<file path="config.mk">
export PLATFORM = sky130hd
export DESIGN_NAME = sph_cfg
export DESIGN_NICKNAME = d
export VERILOG_FILES = /design/src/rtl/core/sph_pkg.sv /design/src/rtl/core/sph_cfg.sv
export SDC_FILE = /design/constraint.sdc
export NUM_CORES = 1
export LEC_CHECK = 0
export BUFFER_PORTS_ARGS = -buffer_cell sky130_fd_sc_hd__clkbuf_2
export CAP_MARGIN = 20
export CORE_MARGIN = 8
export CORE_UTILIZATION = 25
export DETAILED_ROUTE_END_ITERATION = 12
export SLEW_MARGIN = 30
export SYNTH_ARGS = -nofsm -noshare
export SYNTH_HDL_FRONTEND = slang
export SYNTH_SLANG_ARGS = --single-unit
</file>
<file path="constraint.sdc">
create_clock -name clk -period 1 [get_ports clk]
set_input_delay 0.05 -clock clk [delete_from_list [all_inputs] [get_ports clk]]
set_output_delay 0.05 -clock clk [all_outputs]
set_load 0.02 [all_outputs]
</file>
<file path="src/rtl/core/sph_pkg.sv">
// Shared types and constants for the screen point to hex cell block.
// No dependencies; imported by every module of the block.
`timescale 1ns / 1ps

package sph_pkg;

    // Register file layout
    localparam int ADDR_W = 5;
    localparam int DATA_W = 32;

    localparam logic [2:0] REG_LAYOUT   = 3'd0;
    localparam logic [2:0] REG_VP_WIDTH = 3'd1;
    localparam logic [2:0] REG_VP_HGT   = 3'd2;
    localparam logic [2:0] REG_ZOOM     = 3'd3;
    localparam logic [2:0] REG_OFFSET_X = 3'd4;
    localparam logic [2:0] REG_OFFSET_Y = 3'd5;

    // Field widths
    localparam int SCREEN_W = 16;
    localparam int VP_W     = 14;
    localparam int ZOOM_W   = 24;
    localparam int WORLD_W  = 32;
    localparam int CELL_W   = 17;

    // Centred half-pixel value: 18-bit signed, magnitude fits 17 bits
    localparam int CTR_W = 18;
    localparam int MAG_W = 17;

    // Reciprocal layout scales, unsigned Q1.30
    localparam int RECIP_FRAC = 30;
    localparam int RECIP_W    = 31;
    localparam logic [RECIP_W-1:0] INV_SQRT3_Q30  = 31'd619925131;
    localparam logic [RECIP_W-1:0] TWO_THIRDS_Q30 = 31'd715827883;
    localparam logic [RECIP_W-1:0] ONE_Q30        = 31'd1073741824;

    localparam int ZOOM_FRAC = 16;

    // Cube coordinate work width: 2*wx - wy and friends
    localparam int CUBE_W = 34;

    // Layout mode codes
    localparam logic LAYOUT_HEX  = 1'b0;
    localparam logic LAYOUT_RECT = 1'b1;

    // Reset values
    localparam logic [VP_W-1:0]   VP_WIDTH_RST  = 14'd1024;
    localparam logic [VP_W-1:0]   VP_HEIGHT_RST = 14'd768;
    localparam logic [ZOOM_W-1:0] ZOOM_RST      = 24'd65536;

    typedef struct packed {
        logic                      layout_mode;
        logic [VP_W-1:0]           viewport_width;
        logic [VP_W-1:0]           viewport_height;
        logic [ZOOM_W-1:0]         zoom_reciprocal;
        logic signed [WORLD_W-1:0] offset_x;
        logic signed [WORLD_W-1:0] offset_y;
    } cfg_t;

endpackage

</file>
<file path="src/rtl/core/sph_cfg.sv">
// Configuration register file with an APB-style slave port.
// Depends on sph_pkg for the register map and the cfg_t bundle.
`timescale 1ns / 1ps

module sph_cfg
    import sph_pkg::*;
(
    input  logic              clk,
    input  logic              rst_n,
    input  logic              psel,
    input  logic              penable,
    input  logic              pwrite,
    input  logic [ADDR_W-1:0] paddr,
    input  logic [DATA_W-1:0] pwdata,
    output logic [DATA_W-1:0] prdata,
    output logic              pready,
    output cfg_t              cfg
);

    logic                      layout_mode_reg;
    logic [VP_W-1:0]           vp_width_reg;
    logic [VP_W-1:0]           vp_height_reg;
    logic [ZOOM_W-1:0]         zoom_reg;
    logic signed [WORLD_W-1:0] offset_x_reg;
    logic signed [WORLD_W-1:0] offset_y_reg;

    logic       wr_en;
    logic [2:0] reg_idx;

    assign pready  = 1'b1;
    assign wr_en   = psel && penable && pwrite;
    assign reg_idx = paddr[ADDR_W-1:2];

    // Register writes; unmapped indexes are dropped
    always_ff @(posedge clk or negedge rst_n)
    begin
        if (!rst_n)
        begin
            layout_mode_reg <= LAYOUT_HEX;
            vp_width_reg    <= VP_WIDTH_RST;
            vp_height_reg   <= VP_HEIGHT_RST;
            zoom_reg        <= ZOOM_RST;
            offset_x_reg    <= '0;
            offset_y_reg    <= '0;
        end
        else if (wr_en)
        begin
            case (reg_idx)
                REG_LAYOUT:   layout_mode_reg <= pwdata[0];
                REG_VP_WIDTH: vp_width_reg    <= pwdata[VP_W-1:0];
                REG_VP_HGT:   vp_height_reg   <= pwdata[VP_W-1:0];
                REG_ZOOM:     zoom_reg        <= pwdata[ZOOM_W-1:0];
                REG_OFFSET_X: offset_x_reg    <= pwdata;
                REG_OFFSET_Y: offset_y_reg    <= pwdata;
                default:      ;
            endcase
        end
    end

    // Read mux
    always_comb
    begin
        case (reg_idx)
            REG_LAYOUT:   prdata = {31'd0, layout_mode_reg};
            REG_VP_WIDTH: prdata = {18'd0, vp_width_reg};
            REG_VP_HGT:   prdata = {18'd0, vp_height_reg};
            REG_ZOOM:     prdata = {8'd0, zoom_reg};
            REG_OFFSET_X: prdata = offset_x_reg;
            REG_OFFSET_Y: prdata = offset_y_reg;
            default:      prdata = '0;
        endcase
    end

    assign cfg.layout_mode     = layout_mode_reg;
    assign cfg.viewport_width  = vp_width_reg;
    assign cfg.viewport_height = vp_height_reg;
    assign cfg.zoom_reciprocal = zoom_reg;
    assign cfg.offset_x        = offset_x_reg;
    assign cfg.offset_y        = offset_y_reg;

endmodule

</file>
==> results.sh <==
export IMPL_synth_edf_count=0
export IMPL_synth_top_cells_by_area="dfrtp_1 52%, mux2_2 23%, mux2i_1 8.3%"
export IMPL_cp_start_kind="flop"
export IMPL_num_rows=54
export IMPL_n_fill_cell=1821
export IMPL_r2r_slack_ns=-0.01
export IMPL_clk_latency_ns=0.40
export IMPL_final_instance_count_excl_fill=1034
export IMPL_ys_ff_latch=117
export IMPL_slowest_delay_ns=0.53
export IMPL_synthArstFlopShare_pct=100.0
export IMPL_dpl_cell_count=913
export IMPL_postLayoutCellArea_mm2=0.01062
export IMPL_endpoint_kind="output pin"
export IMPL_worstPathCellList="and3b_1 -> a31oi_1 -> o221ai_2 -> clkbuf_8"
export IMPL_ys_flop_type="dfrtp_1"
export IMPL_drt_iter0_drc=184
export IMPL_crit_required_ns=0.95
export IMPL_reg2reg_depth=3
export IMPL_routed_wl_um=20370
export IMPL_gp_congestion=0.7205
export IMPL_r2r_start="zoom_reg[5]$_DFFE_PN0P_"
export IMPL_cts_clk_slew_worst_paths_ns=0.05
export IMPL_fp_dieH_um=163.2
export IMPL_yosysSeqAreaShare_pct=54.11
export IMPL_maxCapViolations=0
export IMPL_critical_path_max_fanout=2
export IMPL_ys_warnings_count=0
export IMPL_ir_drop_uv=1045
export IMPL_hold_ws_ns=0.08468
export IMPL_dieArea_mm2=0.02665
export IMPL_cts_buffer_depth=2
export IMPL_overflow=0
export IMPL_grt_pass1_wl_um=30180
export IMPL_wl_met3_um=1589
export IMPL_cp_arrival_ns=1.46
export IMPL_cp_startpoint="vp_width_reg[10]$_DFFE_PN1P_"
export IMPL_max_freq_mhz=660.6
export IMPL_core_mm2=0.02155
export IMPL_critical_path_slowest_cell="dfstp_2"
export IMPL_topRoutingLayerUsed="met5"
export IMPL_min_period_over_period_pct=151.4
export IMPL_syn_to_final_growth_pct=95.94
export IMPL_syn_avg_cell_area_um2=14.19
export IMPL_die_w_um=163.2
export IMPL_seqCellArea_mm2=0.002934
export IMPL_cts_tree="built"
export IMPL_io_buffers=188
export IMPL_syn_inst=382
export IMPL_power_mw=21.36
export IMPL_vias_per_cell=4.482
export IMPL_r2r_end="zoom_reg[5]$_DFFE_PN0P_"
export IMPL_start_util_pct=25.15
export IMPL_yosysUniqueCellTypes=29
export IMPL_rsz0062_at_grt="yes"
export IMPL_cts_sinks=117
export IMPL_wl_met2_um=9918
export IMPL_firstDrtPassIters=4
export IMPL_tns_ns=-19.73
export IMPL_violations="negative setup slack"
export IMPL_grt_pass1_vias=5215
export IMPL_antenna_found_initial=1
export IMPL_postRouteAntennaNets=0
export IMPL_num_io_pins=192
export IMPL_setup_viol=151
export IMPL_status="complete, but fails checks"
export IMPL_cts_root_buf="clkbuf_16"
export IMPL_placed_area_mm2=0.007689
export IMPL_n_antenna_cell=0
export IMPL_holdCritPathClass="in -> async"
export IMPL_fin_skew_ns=0
export IMPL_dp_worst_setup_slack_ns=-0.3206
export IMPL_grt_max_degree=44
export IMPL_drive_gt1_share_pct=68.04
export IMPL_setup_slack_ns=-0.5137
export IMPL_dr_total_vias=4634
export IMPL_dp_hpwl_um=12820
export IMPL_synth_fp_nets=424
export IMPL_layout_nets=787
export IMPL_wl_per_cell_um=19.70
export IMPL_yosysTopAreaCellShare_pct=52.17
export IMPL_power_density_mw_per_mm2=2011
export IMPL_grt_use_total_pct=14.74
export IMPL_htreeDepth=4
export IMPL_multiInputGateArea_mm2=0.002561
export IMPL_path_class="reg -> out"
export IMPL_hold_viol_final=0
export IMPL_synth_area_mm2=0.005420
export IMPL_wl_met1_um=8594
export IMPL_power_leakage_nw=5.191
export IMPL_cts_buffers=17
export IMPL_synth_top_area_cell="dfrtp_1"
export IMPL_period_needed_ns=1.514
export IMPL_final_util_pct=49.27
export IMPL_drv_slew=0
export IMPL_synth_common_cells="113 x dfrtp_1, 113 x mux2_2, 45 x mux2i_1, 12 x o22ai_1"
export IMPL_drc_errors=0
export IMPL_critPathCapture="prdata[10]"
what timing repair did:
action / CTS / global route
hold buffers: 33 / 0
pin swaps: 5 / 9
hold endpoints to repair: 231 / 0
setup endpoints to repair: 149 / 152
resized for setup: 295 / 240
buffers inserted: 45 / 57
routing by layer:
metal	global-route usage, %	up-vias
li1	-	2113
met1	17.65	2331
met2	24.15	168
met3	5.796	20
met4	4.045	2
met5	0	-
layout by cell type (no fill, tap or decap), types with 2 or more instances in the layout:
cell type	count
a21o_1	11
buf_12	18
buf_2	9
buf_4	38
buf_6	129
buf_8	84
bufinv_16	2
clkbuf_1	3
clkbuf_16	17
clkbuf_2	39
clkbuf_8	23
clkinv_2	4
dfrtp_1	112
dfstp_2	4
dlygate4sd3_1	33
inv_1	3
mux2_2	57
mux2_4	60
mux2i_1	43
mux2i_2	2
nand2_1	10
nand2b_4	2
nor2_1	2
nor2_2	8
nor2_4	2
nor2_8	2
o21ai_1	6
o21ai_2	4
o22ai_1	12
final cells by class:
| type | instances | area share (%) |
|---|---|---|
| Clock buffer | 22 | 4.371 |
| Clock inverter | 6 | 0.7540 |
| Multi-Input combinational cell | 235 | 24.12 |
| Timing Repair Buffer | 371 | 39.73 |
| Tap cell | 280 | 3.299 |
| Inverter | 3 | 0.1060 |
| Sequential cell | 117 | 27.63 |
worst min path at each step:
stage	end	from	cells past startpoint	slack, ns
floorplan	layout_mode_reg$_DFFE_PN0P_	rst_n	0	-0.25
global placement	vp_width_reg[7]$_DFFE_PN0P_	rst_n	1	-0.04
CTS	vp_width_reg[7]$_DFFE_PN0P_	rst_n	2	0.06
global route	vp_width_reg[7]$_DFFE_PN0P_	rst_n	2	0.08
detailed placement	vp_width_reg[7]$_DFFE_PN0P_	rst_n	1	-0.04
finish	vp_width_reg[7]$_DFFE_PN0P_	rst_n	2	0.08
report_power, final:
part | internal, mW | total, mW | switching, mW
clock | 3.72 | 5.78 | 2.05
sequential | 5.70 | 6.49 | 0.789
combinational | 5.44 | 9.09 | 3.65
critical path: cells and delay by family, from the launching register on:
family | cells | cell delay [ns]
and+or+nand+nor | 1 | 0.16
buffers and inverters | 1 | 0.18
DFF | 1 | 0.53
AOI/OAI and AO/OA | 2 | 0.20
kinds of logic after synthesis:
family / after synthesis / synth area share (%)
multiplexers: 162 / 32.62
flip-flops: 117 / 54.11
AO/OA/AOI/OAI: 38 / 4.571
AND/OR/NAND/NOR: 34 / 4.617
buffers and inverters: 30 / 4.017
other: 1 / 0.06919
Power figures use the tool's default switching activity.
