--- src/rtl/core/sph_pkg.sv ---
// Shared types and constants for the screen point to hex cell block.
// No dependencies; imported by every module of the block.
`timescale 1ns / 1ps

package sph_pkg;

    // Register file layout
    localparam int ADDR_W = 5;
    localparam int DATA_W = 32;

    localparam logic [2:0] REG_LAYOUT   = 3'd0;
    localparam logic [2:0] REG_VP_WIDTH = 3'd1;
    localparam logic [2:0] REG_VP_HGT   = 3'd2;
    localparam logic [2:0] REG_ZOOM     = 3'd3;
    localparam logic [2:0] REG_OFFSET_X = 3'd4;
    localparam logic [2:0] REG_OFFSET_Y = 3'd5;

    // Field widths
    localparam int SCREEN_W = 16;
    localparam int VP_W     = 14;
    localparam int ZOOM_W   = 24;
    localparam int WORLD_W  = 32;
    localparam int CELL_W   = 17;

    // Centred half-pixel value: 18-bit signed, magnitude fits 17 bits
    localparam int CTR_W = 18;
    localparam int MAG_W = 17;

    // Reciprocal layout scales, unsigned Q1.30
    localparam int RECIP_FRAC = 30;
    localparam int RECIP_W    = 31;
    localparam logic [RECIP_W-1:0] INV_SQRT3_Q30  = 31'd619925131;
    localparam logic [RECIP_W-1:0] TWO_THIRDS_Q30 = 31'd715827883;
    localparam logic [RECIP_W-1:0] ONE_Q30        = 31'd1073741824;

    localparam int ZOOM_FRAC = 16;

    // Cube coordinate work width: 2*wx - wy and friends
    localparam int CUBE_W = 34;

    // Layout mode codes
    localparam logic LAYOUT_HEX  = 1'b0;
    localparam logic LAYOUT_RECT = 1'b1;

    // Reset values
    localparam logic [VP_W-1:0]   VP_WIDTH_RST  = 14'd1024;
    localparam logic [VP_W-1:0]   VP_HEIGHT_RST = 14'd768;
    localparam logic [ZOOM_W-1:0] ZOOM_RST      = 24'd65536;

    typedef struct packed {
        logic                      layout_mode;
        logic [VP_W-1:0]           viewport_width;
        logic [VP_W-1:0]           viewport_height;
        logic [ZOOM_W-1:0]         zoom_reciprocal;
        logic signed [WORLD_W-1:0] offset_x;
        logic signed [WORLD_W-1:0] offset_y;
    } cfg_t;

endpackage

--- src/rtl/core/sph_hex.sv ---
// Cube-coordinate hex rounding and odd-row offset conversion.
// Three register stages; the last is the output register. Depends on sph_pkg.
`timescale 1ns / 1ps

module sph_hex
    import sph_pkg::*;
#(
    parameter int FRAC_BITS = 16
)
(
    input  logic                      clk,
    input  logic                      rst_n,
    input  logic                      in_valid,
    output logic                      in_ready,
    input  logic signed [WORLD_W-1:0] world_x,
    input  logic signed [WORLD_W-1:0] world_y,
    output logic                      out_valid,
    input  logic                      out_ready,
    output logic signed [WORLD_W-1:0] out_world_x,
    output logic signed [WORLD_W-1:0] out_world_y,
    output logic signed [CELL_W-1:0]  hex_col,
    output logic signed [CELL_W-1:0]  hex_row
);

    localparam int G  = FRAC_BITS + 1;               // cube fraction bits
    localparam int XM = CUBE_W - 1;                  // cube magnitude width
    localparam int KU = CUBE_W - G;                  // rounded magnitude
    localparam int KW = KU + 1;                      // rounded, signed
    localparam int CW = (KW + 2 > CELL_W + 1) ? KW + 2 : CELL_W + 1;

    logic v1_reg, v2_reg, v3_reg;
    logic adv1, adv2, adv3;

    assign adv3      = !v3_reg || out_ready;
    assign adv2      = !v2_reg || adv3;
    assign adv1      = !v1_reg || adv2;
    assign in_ready  = adv1;
    assign out_valid = v3_reg;

    always_ff @(posedge clk or negedge rst_n)
    begin
        if (!rst_n)
        begin
            v1_reg <= 1'b0;
            v2_reg <= 1'b0;
            v3_reg <= 1'b0;
        end
        else
        begin
            if (adv1) v1_reg <= in_valid;
            if (adv2) v2_reg <= v1_reg;
            if (adv3) v3_reg <= v2_reg;
        end
    end

    // Stage 1: doubled cube coordinates q, r, s (lanes 0, 1, 2)
    logic signed [CUBE_W-1:0] wx2, wy1, cube [3];
    assign wx2     = {world_x[WORLD_W-1], world_x, 1'b0};
    assign wy1     = {{2{world_y[WORLD_W-1]}}, world_y};
    assign cube[0] = wx2 - wy1;
    assign cube[1] = {world_y[WORLD_W-1], world_y, 1'b0};
    assign cube[2] = -wx2 - wy1;

    logic signed [WORLD_W-1:0] wx1_reg, wy1_reg, wx2_reg, wy2_reg;
    logic signed [KW-1:0]      ki2_reg  [3];
    logic [G-1:0]              err2_reg [3];

    always_ff @(posedge clk)
    begin
        if (adv1)
        begin
            wx1_reg <= world_x;
            wy1_reg <= world_y;
        end
        if (adv2)
        begin
            wx2_reg <= wx1_reg;
            wy2_reg <= wy1_reg;
        end
    end

    for (genvar ln = 0; ln < 3; ln++)
    begin : g_axis
        logic [XM-1:0]       mag1_reg;
        logic                neg1_reg;
        logic [CUBE_W-1:0]   rnd;
        logic [KU-1:0]       k;
        logic [CUBE_W-1:0]   kg;
        logic [CUBE_W-1:0]   mag_ext;
        logic [CUBE_W-1:0]   err;

        // Stage 2: round half away from zero, error against the exact value
        assign rnd     = {1'b0, mag1_reg} + (CUBE_W'(1) << (G-1));
        assign k       = rnd[CUBE_W-1:G];
        assign kg      = {k, {G{1'b0}}};
        assign mag_ext = {1'b0, mag1_reg};
        assign err     = (kg >= mag_ext) ? kg - mag_ext : mag_ext - kg;

        always_ff @(posedge clk)
        begin
            if (adv1)
            begin
                mag1_reg <= cube[ln][CUBE_W-1] ? XM'(-cube[ln]) : cube[ln][XM-1:0];
                neg1_reg <= cube[ln][CUBE_W-1];
            end
            if (adv2)
            begin
                ki2_reg[ln]  <= neg1_reg ? -KW'(k) : KW'(k);
                err2_reg[ln] <= err[G-1:0];
            end
        end
    end

    // Clamp to the cell range
    function automatic logic [CELL_W-1:0] sat_cell(input logic signed [CW-1:0] v);
        if (!v[CW-1] && (|v[CW-2:CELL_W-1]))
            return {1'b0, {(CELL_W-1){1'b1}}};
        else if (v[CW-1] && !(&v[CW-2:CELL_W-1]))
            return {1'b1, {(CELL_W-1){1'b0}}};
        else
            return v[CELL_W-1:0];
    endfunction

    // Stage 3: rebuild the worst component, then offset column
    logic signed [CW-1:0] qe, re, se, q_fix, r_fix, col;
    logic                 fix_q, fix_r;

    always_comb
    begin
        qe    = CW'(ki2_reg[0]);
        re    = CW'(ki2_reg[1]);
        se    = CW'(ki2_reg[2]);
        fix_q = (err2_reg[0] > err2_reg[1]) && (err2_reg[0] > err2_reg[2]);
        fix_r = !fix_q && (err2_reg[1] > err2_reg[2]);
        q_fix = fix_q ? -re - se : qe;
        r_fix = fix_r ? -q_fix - se : re;
        col   = q_fix + (r_fix >>> 1);
    end

    logic signed [CELL_W-1:0]  col_reg, row_reg;
    logic signed [WORLD_W-1:0] wx3_reg, wy3_reg;

    always_ff @(posedge clk)
    begin
        if (adv3)
        begin
            col_reg <= sat_cell(col);
            row_reg <= sat_cell(r_fix);
            wx3_reg <= wx2_reg;
            wy3_reg <= wy2_reg;
        end
    end

    assign hex_col     = col_reg;
    assign hex_row     = row_reg;
    assign out_world_x = wx3_reg;
    assign out_world_y = wy3_reg;

endmodule

--- config.mk ---
export PLATFORM = sky130hd
export DESIGN_NAME = sph_hex
export DESIGN_NICKNAME = d
export VERILOG_FILES = /design/src/rtl/core/sph_pkg.sv /design/src/rtl/core/sph_hex.sv
export SDC_FILE = /design/constraint.sdc
export NUM_CORES = 1
export LEC_CHECK = 0
export BUFFER_PORTS_ARGS = -buffer_cell sky130_fd_sc_hd__buf_2
export CAP_MARGIN = 20
export CORE_ASPECT_RATIO = 0.7
export CORE_MARGIN = 2
export CORE_UTILIZATION = 40
export CTS_CLUSTER_SIZE = 12
export DETAILED_ROUTE_END_ITERATION = 10
export RECOVER_POWER = 50
export SETUP_SLACK_MARGIN = 0.05
export SLEW_MARGIN = 25
export SYNTH_ARGS = -nofsm -noshare
export SYNTH_HDL_FRONTEND = slang
export SYNTH_SLANG_ARGS = --single-unit
export TNS_END_PERCENT = 100
--- constraint.sdc ---
create_clock -name clk -period 12.83 [get_ports clk]
set_input_delay 3.849 -clock clk [delete_from_list [all_inputs] [get_ports clk]]
set_output_delay 3.849 -clock clk [all_outputs]
set_load 0.005 [all_outputs]
==> reports/summary.txt, run 1 <==
================================================================================
Library cell appearing most often on the critical path ............ sky130_fd_sc_hd__clkbuf_1
Final slew viol count .............................................          301
Number of standard-cell rows in the floorplan .....................           81
Vias in the first global route ....................................        20107
Area of all placed cells without fillers ..........................   0.0314 mm²
Cts-stage hold buffer count .......................................            0
Post-synthesis to final-layout area growth ........................        10.9%
Data required, critical path ......................................      8.98 ns
Crit-path max cell delay ..........................................      1.63 ns
Maximum root-to-sink buffer count .................................            3
Synthesized instance count ........................................         2726
Register area .....................................................   0.0128 mm²
Cell taking the most area after synthesis ......................... sky130_fd_sc_hd__edfxtp_1
Overall routing resource usage ....................................        20.0%
Setup TNS Final ...................................................         0 ns
Minimum setup slack among reg-to-reg paths ........................      5.01 ns
Post-synth EDFFs ..................................................          424
Mean routed wirelength per cell ...................................      19.1 µm
Endpoint of the most critical register-to-register path ...........  hex_col[10]
Post-synthesis area per instance ..................................     10.4 µm²
Post-route DRC violation count ....................................            0
Worst hold endpoint ............................................... out_world_x[16]
Final nets ........................................................         3247
Yosys cell types ..................................................           83
GR Util met3 ......................................................        2.74%
Proportion of layout cells with a drive suffix above 1 ............        7.59%
Critical hold path startpoint .....................................  wx2_reg[16]
WP data arrival ...................................................      6.07 ns
Die span in y .....................................................       226 µm
TritonCTS clock tree ..............................................        built
Gate family responsible for the most delay along the worst path ... buffers and inverters
Critical path capture point type ..................................  output port
Final hold violations .............................................            0
Yosys warnings ....................................................            0
Total congestion overflow .........................................            0
Detailed-routing iteration count for the pre-antenna-repair pass ..            6
Commonest register cell after synthesis ........................... sky130_fd_sc_hd__edfxtp_1
Worst R2R Path Depth ..............................................           30
Via density per instance ..........................................         5.51
Worst hold slack after final layout ...............................     0.406 ns
Clk_lat worst skew ................................................      0.63 ns
Setup repair after global routing missed its margin ...............           no
Number of antenna violations at the first check in global routing .            5
Failing checks .................................................... capacitance limit, slew limit
Tightest Pin Transition ...........................................      7.57 ns
Post-synthesis cell area ..........................................   0.0283 mm²
Starting DRC count in detailed routing ............................         1958
Count of buffers from port buffering ..............................          167
Run status ........................................................ finished, violations left
Multi-input combinational cell area ...............................   0.0142 mm²
Number of buffers created by CTS ..................................           45
Standard cell with the maximum stage delay on the critical path ... sky130_fd_sc_hd__clkbuf_1
Floorplan die area ................................................   0.0729 mm²
DPL Wire Length ...................................................     57900 µm
Setup violations, final ...........................................            0
Max-Cap Viols .....................................................            5
Met2 GRT Util .....................................................        28.4%
Initial cell density of the core ..................................        40.4%
Post-Place Cell Area ..............................................   0.0302 mm²
Count of state elements after synthesis ...........................          427
Kind of critical path ............................................. input pin to output port
Largest cells by area after synthesis ............................. sky130_fd_sc_hd__edfxtp_1, sky130_fd_sc_hd__ha_1, sky130_fd_sc_hd__xnor2_1, sky130_fd_sc_hd__inv_1, sky130_fd_sc_hd__a21oi_1
Min Tclk post-route ...............................................      9.92 ns
Number of antenna-violating nets in the routed design .............            0
Number of post-CTS setup repair buffers ...........................            0
Boundary Pins .....................................................          168
Global placement routability congestion ...........................        0.938
Achievable frequency ..............................................    0.101 GHz
Number of sinks driven by the clock tree ..........................          427
Headroom to the max-slew limit ....................................        -405%
Number of nets in the synthesized netlist .........................         3072
Max Clock Skew ....................................................    0.0498 ns
Flip-flop count of the largest register after layout ..............           95
Clock slew at reported path FFs ...................................      0.07 ns
Total Routed Length ...............................................     73400 µm
Count of buffer and inverter cells on the critical path ...........            3
First-pass GRT wire length ........................................    113000 µm
Highest ir drop seen on vdd .......................................       285 µV
Startpoint of the worst-slack reg-to-reg timing path .............. err2_reg[0][4]
GR Util met1 ......................................................        31.3%
Maximum number of pins on one net before global-route repair ......          167
Max FO, Critical Path .............................................           36
Chain of cells forming the critical path .......................... clkbuf_1 -> nand4b_1 -> clkbuf_1 -> buf_2
H-tree levels .....................................................            2
Most crowded layer after global routing ...........................         met1
Portion of the post-synthesis area used by sequential elements ....        45.3%
Floorplan Core Area ...............................................   0.0699 mm²
Resized cells post-CTS ............................................            0
Fill cell instance count of the final layout ......................         6497
Overall via count from detail_route ...............................        21150
Cell area power density ...........................................   282 mW/mm²
Clock root buffer ................................................. sky130_fd_sc_hd__clkbuf_16
Share of Yosys cell area claimed by the top area cell type ........        45.0%
Startpoint types ..................................................    input pin
Min-Delay Path Class .............................................. flop to flop
WHS Path Cells ....................................................            0
Async set or reset register ratio after synthesis .................       0.703%
Chip Width ........................................................       322 µm
Leak Pwr ..........................................................    0.0128 µW
Period Utilization, post-route ....................................        77.3%
================================================================================
==> per-stage QoR <==
stage	setup slack (ns)	power [µW]	utilization, %	std cells
6_report	2.91	8850	44.9	3839
2_1_floorplan	0.613	6480	-	2726
5_1_grt	2.58	9640	44.9	3838
3_5_place_dp	4.23	7590	43.1	3767
4_1_cts	4.22	8850	45.0	3838
3_3_place_gp	4.23	7450	43.1	3767
==> how the worst max path moves through the flow <==
stage,startpoint,slack [ns],depth (start not counted),endpoint
2_1_floorplan,out_ready,0.61,1,in_ready
3_3_place_gp,out_ready,4.23,4,in_ready
3_5_place_dp,out_ready,4.23,4,in_ready
4_1_cts,out_ready,4.22,4,in_ready
5_1_grt,out_ready,2.58,4,v2_reg
6_report,out_ready,2.91,4,in_ready
==> Yosys cell counts, types with 11 or more instances <==
master and instances:
sky130_fd_sc_hd__inv_1 278, sky130_fd_sc_hd__nand4_1 41, sky130_fd_sc_hd__nand2_1 184, sky130_fd_sc_hd__o21ai_1 14, sky130_fd_sc_hd__and3_1 30, sky130_fd_sc_hd__nand2b_1 34
sky130_fd_sc_hd__nor2_1 166, sky130_fd_sc_hd__a211oi_1 21, sky130_fd_sc_hd__nor3_1 63, sky130_fd_sc_hd__xnor2_1 217, sky130_fd_sc_hd__nand3_1 65, sky130_fd_sc_hd__or3_1 20
sky130_fd_sc_hd__ha_1 273, sky130_fd_sc_hd__edfxtp_1 424, sky130_fd_sc_hd__xor2_1 96, sky130_fd_sc_hd__o21ai_0 138, sky130_fd_sc_hd__and2_1 11, sky130_fd_sc_hd__mux2i_1 18
sky130_fd_sc_hd__a21o_1 39, sky130_fd_sc_hd__o21a_1 14, sky130_fd_sc_hd__or4_1 11, sky130_fd_sc_hd__nor2b_1 29, sky130_fd_sc_hd__o21bai_1 26, sky130_fd_sc_hd__or2_2 11
sky130_fd_sc_hd__a21oi_1 180, sky130_fd_sc_hd__a31oi_1 34, sky130_fd_sc_hd__mux2_2 17, sky130_fd_sc_hd__nor4_1 25, sky130_fd_sc_hd__o31ai_1 37, sky130_fd_sc_hd__clkbuf_1 41
==> cell type report <==
type	count	share of cell area, %
Antenna cell	1	0.00798
Clock buffer	56	3.78
Clock inverter	15	0.439
Inverter	280	3.35
Multi-Input combinational cell	1970	45.3
Sequential cell	427	40.8
Tap cell	913	3.64
Timing Repair Buffer	177	2.62
==> cells in the final DEF, fill, tap and decap left out, types with 34 or more instances in the layout <==
| cell type | Yosys | routed |
|---|---|---|
| sky130_fd_sc_hd__a21o_1 | 39 | 39 |
| sky130_fd_sc_hd__o31ai_1 | 37 | 37 |
| sky130_fd_sc_hd__edfxtp_1 | 424 | 424 |
| sky130_fd_sc_hd__xnor2_1 | 217 | 217 |
| sky130_fd_sc_hd__buf_2 | 3 | 102 |
| sky130_fd_sc_hd__nand4_1 | 41 | 41 |
| sky130_fd_sc_hd__nand2b_1 | 34 | 34 |
| sky130_fd_sc_hd__xor2_1 | 96 | 96 |
| sky130_fd_sc_hd__nand2_1 | 184 | 184 |
| sky130_fd_sc_hd__nor2_1 | 166 | 166 |
| sky130_fd_sc_hd__clkbuf_1 | 41 | 77 |
| sky130_fd_sc_hd__o21ai_0 | 138 | 138 |
| sky130_fd_sc_hd__clkbuf_16 | 0 | 45 |
| sky130_fd_sc_hd__a21oi_1 | 180 | 180 |
| sky130_fd_sc_hd__a31oi_1 | 34 | 34 |
| sky130_fd_sc_hd__nand3_1 | 65 | 65 |
| sky130_fd_sc_hd__inv_1 | 278 | 278 |
| sky130_fd_sc_hd__nor3_1 | 63 | 63 |
| sky130_fd_sc_hd__ha_1 | 273 | 273 |
==> metal layers <==
layer / wire length [µm] / part of all wire, %
met1: 37700 / 51
met2: 29100 / 40
met3: 4760 / 6.5
met4: 1750 / 2.4
met5: 0 / 0
==> power breakdown <==
part | total (µW) | switching [µW] | internal (µW)
clock network | 1210 | 551 | 657
registers | 2400 | 243 | 2150
logic | 5250 | 3110 | 2140
total | 8850 | 3900 | 4950
==> logic make-up after synthesis <==
group | count (synthesis) | share of synthesized area, %
simple gates | 732 | 13.0
mux | 36 | 1.37
compound gates | 611 | 13.8
buf+inv | 329 | 4.45
fa+ha+maj | 278 | 12.4
xor+xnor | 313 | 9.69
flops | 427 | 45.3
==> worst register-to-register path: cells and delay by family (launching register included) <==
| family | cells | cell delay, ns |
|---|---|---|
| muxes | 1 | 0.42 |
| buffers and inverters | 4 | 0.52 |
| AOI/OAI and AO/OA | 18 | 4.24 |
| and+or+nand+nor | 1 | 0.21 |
| xor gates and xnor gates | 2 | 0.43 |
| DFF | 1 | 0.45 |
| adders and majority gates | 4 | 1.29 |
Note: power is estimated with default switching activity, not from simulation.
==> inputs of run 2 (changes only) <==
- clock period: 12.83 -> 9.5 ns (I/O delays scaled with it)
==> run 2 against run 1 <==
The run still ends with capacitance limit, slew limit left. Global-route usage is 0.10 points higher. Power increased by 37%. Clock-buffer cell count rose by 3. Critical path depth grew 28. Routed wire length grew 0.62%. Final area up 0.27%. Worst setup slack got worse by 1.3 ns. First-iteration DRC count shrank 17%. Clock skew decreased by 0.032 ns. Non-clock buffer count is 2 higher. Sequential power rose by 34%. Core utilization is 0.12 points higher. Critical endpoint is now hex_col[10]. Largest power group unchanged.
==> reports/summary.txt, run 2 (synthesized netlist as in run 1, its figures left out) <==
================================================================================
Run status ........................................................ finished, violations left
Failing checks .................................................... capacitance limit, slew limit
Overall via count from detail_route ...............................        20966
Number of cells after detailed placement ..........................         3769
Antenna diode count ...............................................            0
Achievable frequency ..............................................    0.127 GHz
Total Routed Length ...............................................     73900 µm
Initial cell density of the core ..................................        40.4%
Detailed-routing iteration count for the pre-antenna-repair pass ..            5
Resized cells post-CTS ............................................            0
WP data arrival ...................................................      8.21 ns
Startpoint types ..................................................         flop
Kind of critical path ............................................. flop to flop
Overall routing resource usage ....................................        20.1%
Floorplan die area ................................................   0.0729 mm²
Crit-path max cell delay ..........................................      0.49 ns
DPL Wire Length ...................................................     58200 µm
Proportion of layout cells with a drive suffix above 1 ............        7.91%
Post-Place Cell Area ..............................................   0.0302 mm²
Maximum root-to-sink buffer count .................................            3
Clk_lat worst skew ................................................      0.60 ns
Headroom to the max-slew limit ....................................        -196%
Number of sinks driven by the clock tree ..........................          427
Leak Pwr ..........................................................    0.0128 µW
TritonCTS clock tree ..............................................        built
Max Clock Skew ....................................................    0.0174 ns
Post-route DRC violation count ....................................            0
Final Instance Count excl. Fillers ................................         3845
Standard cell with the maximum stage delay on the critical path ... sky130_fd_sc_hd__a2111o_1
Leading cell type in the layout, fill and taps excluded ........... sky130_fd_sc_hd__edfxtp_1
Global placement routability congestion ...........................        0.897
Clock slew at reported path FFs ...................................      0.07 ns
Highest ir drop seen on vdd .......................................       466 µV
Min Tclk post-route ...............................................      7.88 ns
Setup Slack @ Placement ...........................................      1.69 ns
Setup TNS Final ...................................................         0 ns
Max-Cap Viols .....................................................            4
Cell area power density ...........................................   384 mW/mm²
Critical path capture point type ..................................         flop
Total congestion overflow .........................................            0
Clock root buffer ................................................. sky130_fd_sc_hd__clkbuf_16
Maximum number of pins on one net before global-route repair ......          167
Number of post-CTS setup repair buffers ...........................            0
Floorplan Core Area ...............................................   0.0699 mm²
Number of standard-cell rows in the floorplan .....................           81
First-pass GRT wire length ........................................    114000 µm
Number of antenna violations at the first check in global routing .            3
Count of buffers from port buffering ..............................          167
Period Utilization, post-route ....................................        83.0%
Number of buffers created by CTS ..................................           46
Final slew viol count .............................................          281
Min-Delay Path Class .............................................. flop to flop
Starting DRC count in detailed routing ............................         1627
Tightest Pin Transition ...........................................      4.44 ns
Area of all placed cells without fillers ..........................   0.0315 mm²
Mean routed wirelength per cell ...................................      19.2 µm
Number of antenna-violating nets in the routed design .............            0
Setup repair after global routing missed its margin ...............           no
Setup violations, final ...........................................            0
Boundary Pins .....................................................          168
Final hold violations .............................................            0
Final setup margin ................................................      1.62 ns
Cts-stage hold buffer count .......................................            0
Data required, critical path ......................................      9.82 ns
Worst hold slack after final layout ...............................     0.415 ns
Chip Width ........................................................       322 µm
Flip-flop count of the largest register after layout ..............           95
Post-synthesis to final-layout area growth ........................        11.2%
Die span in y .....................................................       226 µm
Commonest cells after routing, fill and taps aside ................ sky130_fd_sc_hd__edfxtp_1, sky130_fd_sc_hd__inv_1, sky130_fd_sc_hd__ha_1, sky130_fd_sc_hd__xnor2_1, sky130_fd_sc_hd__nand2_1
Vias in the first global route ....................................        20062
Max FO, Critical Path .............................................           22
Via density per instance ..........................................         5.45
Final nets ........................................................         3250
H-tree levels .....................................................            2
================================================================================
## run 2: cell count changes in the layout (fill, tap and decap cells not counted), sizes merged
cell	before	now
buf	108	110
clkinv	13	12
bufinv	0	2
inv	282	281
diode	1	0
clkinvlp	0	2
clkbuf	124	128
dlymetal6s4s	1	0
## run 2: where the power goes
group,internal [µW],switching [µW]
combinational,2890,4270
sequential,2900,305
clock,976,741
total,6770,5320
## run 2: cell type report
| class | instances | area, µm² |
|---|---|---|
| clock buffer | 59 | 1250 |
| clock inverter | 17 | 141 |
| fill | 6616 | 38500 |
| inverter | 280 | 1050 |
| multi-input combinational | 1970 | 14200 |
| sequential | 427 | 12800 |
| tap | 913 | 1140 |
| timing repair buffer | 179 | 831 |
## run 2: metrics by stage
step                      util [%]  power, µW
after floorplan                  -       8750
after global placement        43.1      10100
after detailed placement      43.2      10300
after CTS                     45.1      12100
after global routing          45.0      13100
final                         45.0      12100
## run 2: metal layers
layer / track usage, % / wire length [µm] / vias up
met2: 28.8 / 29600 / 604
met3: 3.26 / 4740 / 91
met1: 31.3 / 38100 / 10004
met4: 4.67 / 1440 / 0
li1: - / - / 10267
met5: 0 / 0 / -
## run 2: worst paths after layout
path	startpoint	to	slack (ns)	cells after the start
min	wx2_reg[15]	out_world_x[15]	0.41	0
min reg2reg	wx2_reg[15]	out_world_x[15]	0.41	0
max reg2reg	err2_reg[0][4]	hex_col[10]	1.62	32
max in group asynchronous	rst_n	v2_reg	7.29	1
min in group asynchronous	rst_n	v1_reg	2.06	1
max	err2_reg[0][4]	hex_col[10]	1.62	32
## run 2: worst max-delay path: cells and delay by family (launching register included)
family	cells	cell delay, ns
buffers and inverters	3	0.39
flip-flops	1	0.40
XOR/XNOR	1	0.08
AO/OA/AOI/OAI	17	3.96
multiplexers	1	0.43
AND/OR/NAND/NOR	5	0.70
adder cells (fa/ha/maj)	5	1.63
==> inputs of run 3 (changes only) <==
- ABC_AREA: not set -> 1
- clock period: 9.5 -> 7.6 ns (I/O delays scaled with it)
==> run 3 against run 2 <==
Cell count increased by 21%. Synthesized area rose by 5.7%. First-iteration DRC count up 29%. Core utilization barely moved. Final area is 5.3% higher. Sequential share of layout area is 2.0 points lower. Maximum frequency is 12% higher. Die area rose by 5.6%. Global-route usage rose by 1.8 points. Worst hold slack got worse by 0.033 ns. The flow still finishes with violations (capacitance limit, slew limit). Critical endpoint is now hex_col[7].
==> reports/summary.txt, run 3 <==
================================================================================
Post-route DRC violation count ....................................            0
Final nets ........................................................         3982
Count of state elements after synthesis ...........................          427
Synthesized instance count ........................................         3436
Highest ir drop seen on vdd .......................................       334 µV
Vias in the first global route ....................................        21988
Proportion of layout cells with a drive suffix above 1 ............        6.24%
Clock root buffer ................................................. sky130_fd_sc_hd__clkbuf_16
Setup repair after global routing missed its margin ...............           no
Number of buffers created by CTS ..................................           46
Worst hold slack after final layout ...............................     0.382 ns
Max Clock Skew ....................................................    0.0406 ns
Period Utilization, post-route ....................................        92.8%
Overall via count from detail_route ...............................        23472
Post-synthesis area per instance ..................................     8.70 µm²
Overall routing resource usage ....................................        21.9%
Boundary Pins .....................................................          168
Cell area power density ...........................................   446 mW/mm²
WL met1 ...........................................................     43500 µm
Worst R2R Path Depth ..............................................           34
Met3 wire len .....................................................      7780 µm
Total met2 wirelength after detailed routing ......................     32000 µm
Global placement routability congestion ...........................        0.969
Standard cell with the maximum stage delay on the critical path ... sky130_fd_sc_hd__a2111oi_1
Maximum number of pins on one net before global-route repair ......           62
Commonest cells in the synthesized netlist ........................ sky130_fd_sc_hd__nand2_1, sky130_fd_sc_hd__inv_1, sky130_fd_sc_hd__edfxtp_1
Critical hold path startpoint .....................................   wx1_reg[2]
DPL Wire Length ...................................................     68900 µm
Number of sinks driven by the clock tree ..........................          427
Floorplan Core Area ...............................................   0.0736 mm²
Endpoint of the most critical register-to-register path ...........   hex_col[7]
Data required, critical path ......................................      7.94 ns
Final hold violations .............................................            0
Multi-input combinational cell area ...............................   0.0147 mm²
Yosys cell types ..................................................           65
Clk_lat worst skew ................................................      0.62 ns
Post-synth EDFFs ..................................................          424
First-pass GRT wire length ........................................    130000 µm
Min-Delay Path Class .............................................. flop to flop
Final slew viol count .............................................          140
Commonest cells after routing, fill and taps aside ................ sky130_fd_sc_hd__nand2_1, sky130_fd_sc_hd__inv_1, sky130_fd_sc_hd__edfxtp_1, sky130_fd_sc_hd__nor2_1, sky130_fd_sc_hd__ha_1
Critical path capture point type ..................................         flop
TritonCTS clock tree ..............................................        built
Minimum setup slack among reg-to-reg paths ........................      0.55 ns
Maximum root-to-sink buffer count .................................            3
Clock slew at reported path FFs ...................................      0.06 ns
Min Tclk post-route ...............................................      7.05 ns
WHS Path Cells ....................................................            0
Headroom to the max-slew limit ....................................       -72.3%
Top Metal Used ....................................................         met4
Portion of the post-synthesis area used by sequential elements ....        42.9%
Yosys warnings ....................................................            0
H-tree levels .....................................................            2
Max-Cap Viols .....................................................            3
Startpoint types ..................................................         flop
Share of Yosys cell area claimed by the top area cell type ........        42.6%
Failing checks .................................................... capacitance limit, slew limit
Achievable frequency ..............................................    0.142 GHz
Detailed-routing iteration count for the pre-antenna-repair pass ..            6
Startpoint of the worst-slack reg-to-reg timing path .............. err2_reg[0][14]
Chip Width ........................................................       331 µm
WP data arrival ...................................................      7.39 ns
Kind of critical path ............................................. flop to flop
Flip-flop count of the largest register after layout ..............           95
Crit-path max cell delay ..........................................      0.43 ns
Total Routed Length ...............................................     84100 µm
Setup violations, final ...........................................            0
Number of post-CTS setup repair buffers ...........................            0
Async set or reset register ratio after synthesis .................       0.703%
Register area .....................................................   0.0128 mm²
Worst hold endpoint ...............................................   wx2_reg[2]
Gate family responsible for the most delay along the worst path ... compound AO/OA/AOI/OAI gates
Die span in y .....................................................       233 µm
Via density per instance ..........................................         5.05
Initial cell density of the core ..................................        40.6%
Number of standard-cell rows in the floorplan .....................           83
Post-synthesis to final-layout area growth ........................        10.8%
Fill cell instance count of the final layout ......................         7252
Number of antenna violations at the first check in global routing .            2
Cell taking the most area after synthesis ......................... sky130_fd_sc_hd__edfxtp_1
Count of buffers from port buffering ..............................          167
Most frequently used cell type in the post-synthesis netlist ...... sky130_fd_sc_hd__nand2_1
Max FO, Critical Path .............................................           16
Number of antenna-violating nets in the routed design .............            0
Commonest register cell after synthesis ........................... sky130_fd_sc_hd__edfxtp_1
Floorplan die area ................................................   0.0770 mm²
Mean routed wirelength per cell ...................................      18.1 µm
Largest cells by area after synthesis ............................. sky130_fd_sc_hd__edfxtp_1, sky130_fd_sc_hd__ha_1, sky130_fd_sc_hd__nand2_1, sky130_fd_sc_hd__inv_1, sky130_fd_sc_hd__xor2_1
Starting DRC count in detailed routing ............................         2094
Tightest Pin Transition ...........................................      2.58 ns
Leading cell type in the layout, fill and taps excluded ........... sky130_fd_sc_hd__nand2_1
Count of buffer and inverter cells on the critical path ...........            7
Leak Pwr ..........................................................    0.0150 µW
Setup TNS Final ...................................................         0 ns
Run status ........................................................ finished, violations left
Number of nets in the synthesized netlist .........................         3782
Post-synthesis cell area ..........................................   0.0299 mm²
Total congestion overflow .........................................            0
Antenna diode count ...............................................            0
================================================================================
[run 3: cell types whose count changed after synthesis, moves of 25 or more]
cell / before / now
sky130_fd_sc_hd__and3_1: 30 / 1
sky130_fd_sc_hd__xnor2_1: 217 / 73
sky130_fd_sc_hd__nand2_2: 0 / 26
sky130_fd_sc_hd__a21o_1: 39 / 13
sky130_fd_sc_hd__nand2b_1: 34 / 0
sky130_fd_sc_hd__nand3_1: 65 / 135
sky130_fd_sc_hd__nor2_1: 166 / 309
sky130_fd_sc_hd__xor2_1: 96 / 201
sky130_fd_sc_hd__nor2b_1: 29 / 1
sky130_fd_sc_hd__nand2_1: 184 / 700
sky130_fd_sc_hd__clkbuf_1: 41 / 10
sky130_fd_sc_hd__o31ai_1: 37 / 12
sky130_fd_sc_hd__inv_1: 278 / 568
[run 3: cells by family after synthesis]
kind of cell,synth area share [%]
xor+xnor,8.14
flops,42.9
fa+ha+maj,11.8
buf+inv,7.90
compound gates,8.47
simple gates,20.9
[run 3: worst max-delay path by stage]
stage                       endpoint  slack (ns)  cells past startpoint             from
after detailed placement  hex_col[7]        0.52                     39   ki2_reg[0][22]
after global placement    hex_col[2]        0.63                     33   err2_reg[0][8]
after floorplan             in_ready        0.24                      4        out_ready
after global routing      hex_col[7]        0.09                     34   err2_reg[0][6]
after CTS                 hex_col[7]        0.50                     39   ki2_reg[0][22]
final                     hex_col[7]        0.55                     34  err2_reg[0][14]
[run 3: final cells by class]
| cell class | instances | share of cell area [%] |
|---|---|---|
| tap | 977 | 3.69 |
| sequential | 427 | 38.7 |
| multi-input combinational | 2397 | 44.4 |
| clock inverter | 20 | 0.654 |
| timing repair buffer | 180 | 2.25 |
| inverter | 584 | 6.62 |
| clock buffer | 62 | 3.72 |
[run 3: power by group]
part	internal, µW	switching, µW
sequential	3550	358
combinational	2920	5770
clock	1220	954
[run 3: metal layers]
layer	global-route usage (%)	up-vias
met5	0	-
met4	3.04	0
met3	5.72	52
met2	29.5	701
met1	35.1	10885
li1	-	11834
[run 3: what timing repair did]
item	CTS	global route
setup endpoints to repair	0	16
hold buffers	0	0
gates resized for setup	0	2
[run 3: through the flow]
stage,cells,total power (µW),util [%],setup WS [ns],area (µm²)
CTS,4647,14800,45.3,0.504,33300
global route,4647,16100,45.0,0.0932,33100
detailed placement,4565,12500,43.3,0.520,31900
floorplan,3436,10100,-,0.236,29900
global placement,4565,12600,43.3,0.630,31900
finish,4647,14800,45.0,0.545,33100
[run 3: worst register-to-register path, delay by kind of cell (launching register included)]
kind | cells | cell delay, ns
adder cells (fa/ha/maj) | 4 | 1.41
AND/OR/NAND/NOR | 10 | 1.08
flip-flops | 1 | 0.42
buffers and inverters | 7 | 0.86
XOR/XNOR | 1 | 0.10
AO/OA/AOI/OAI | 12 | 2.91
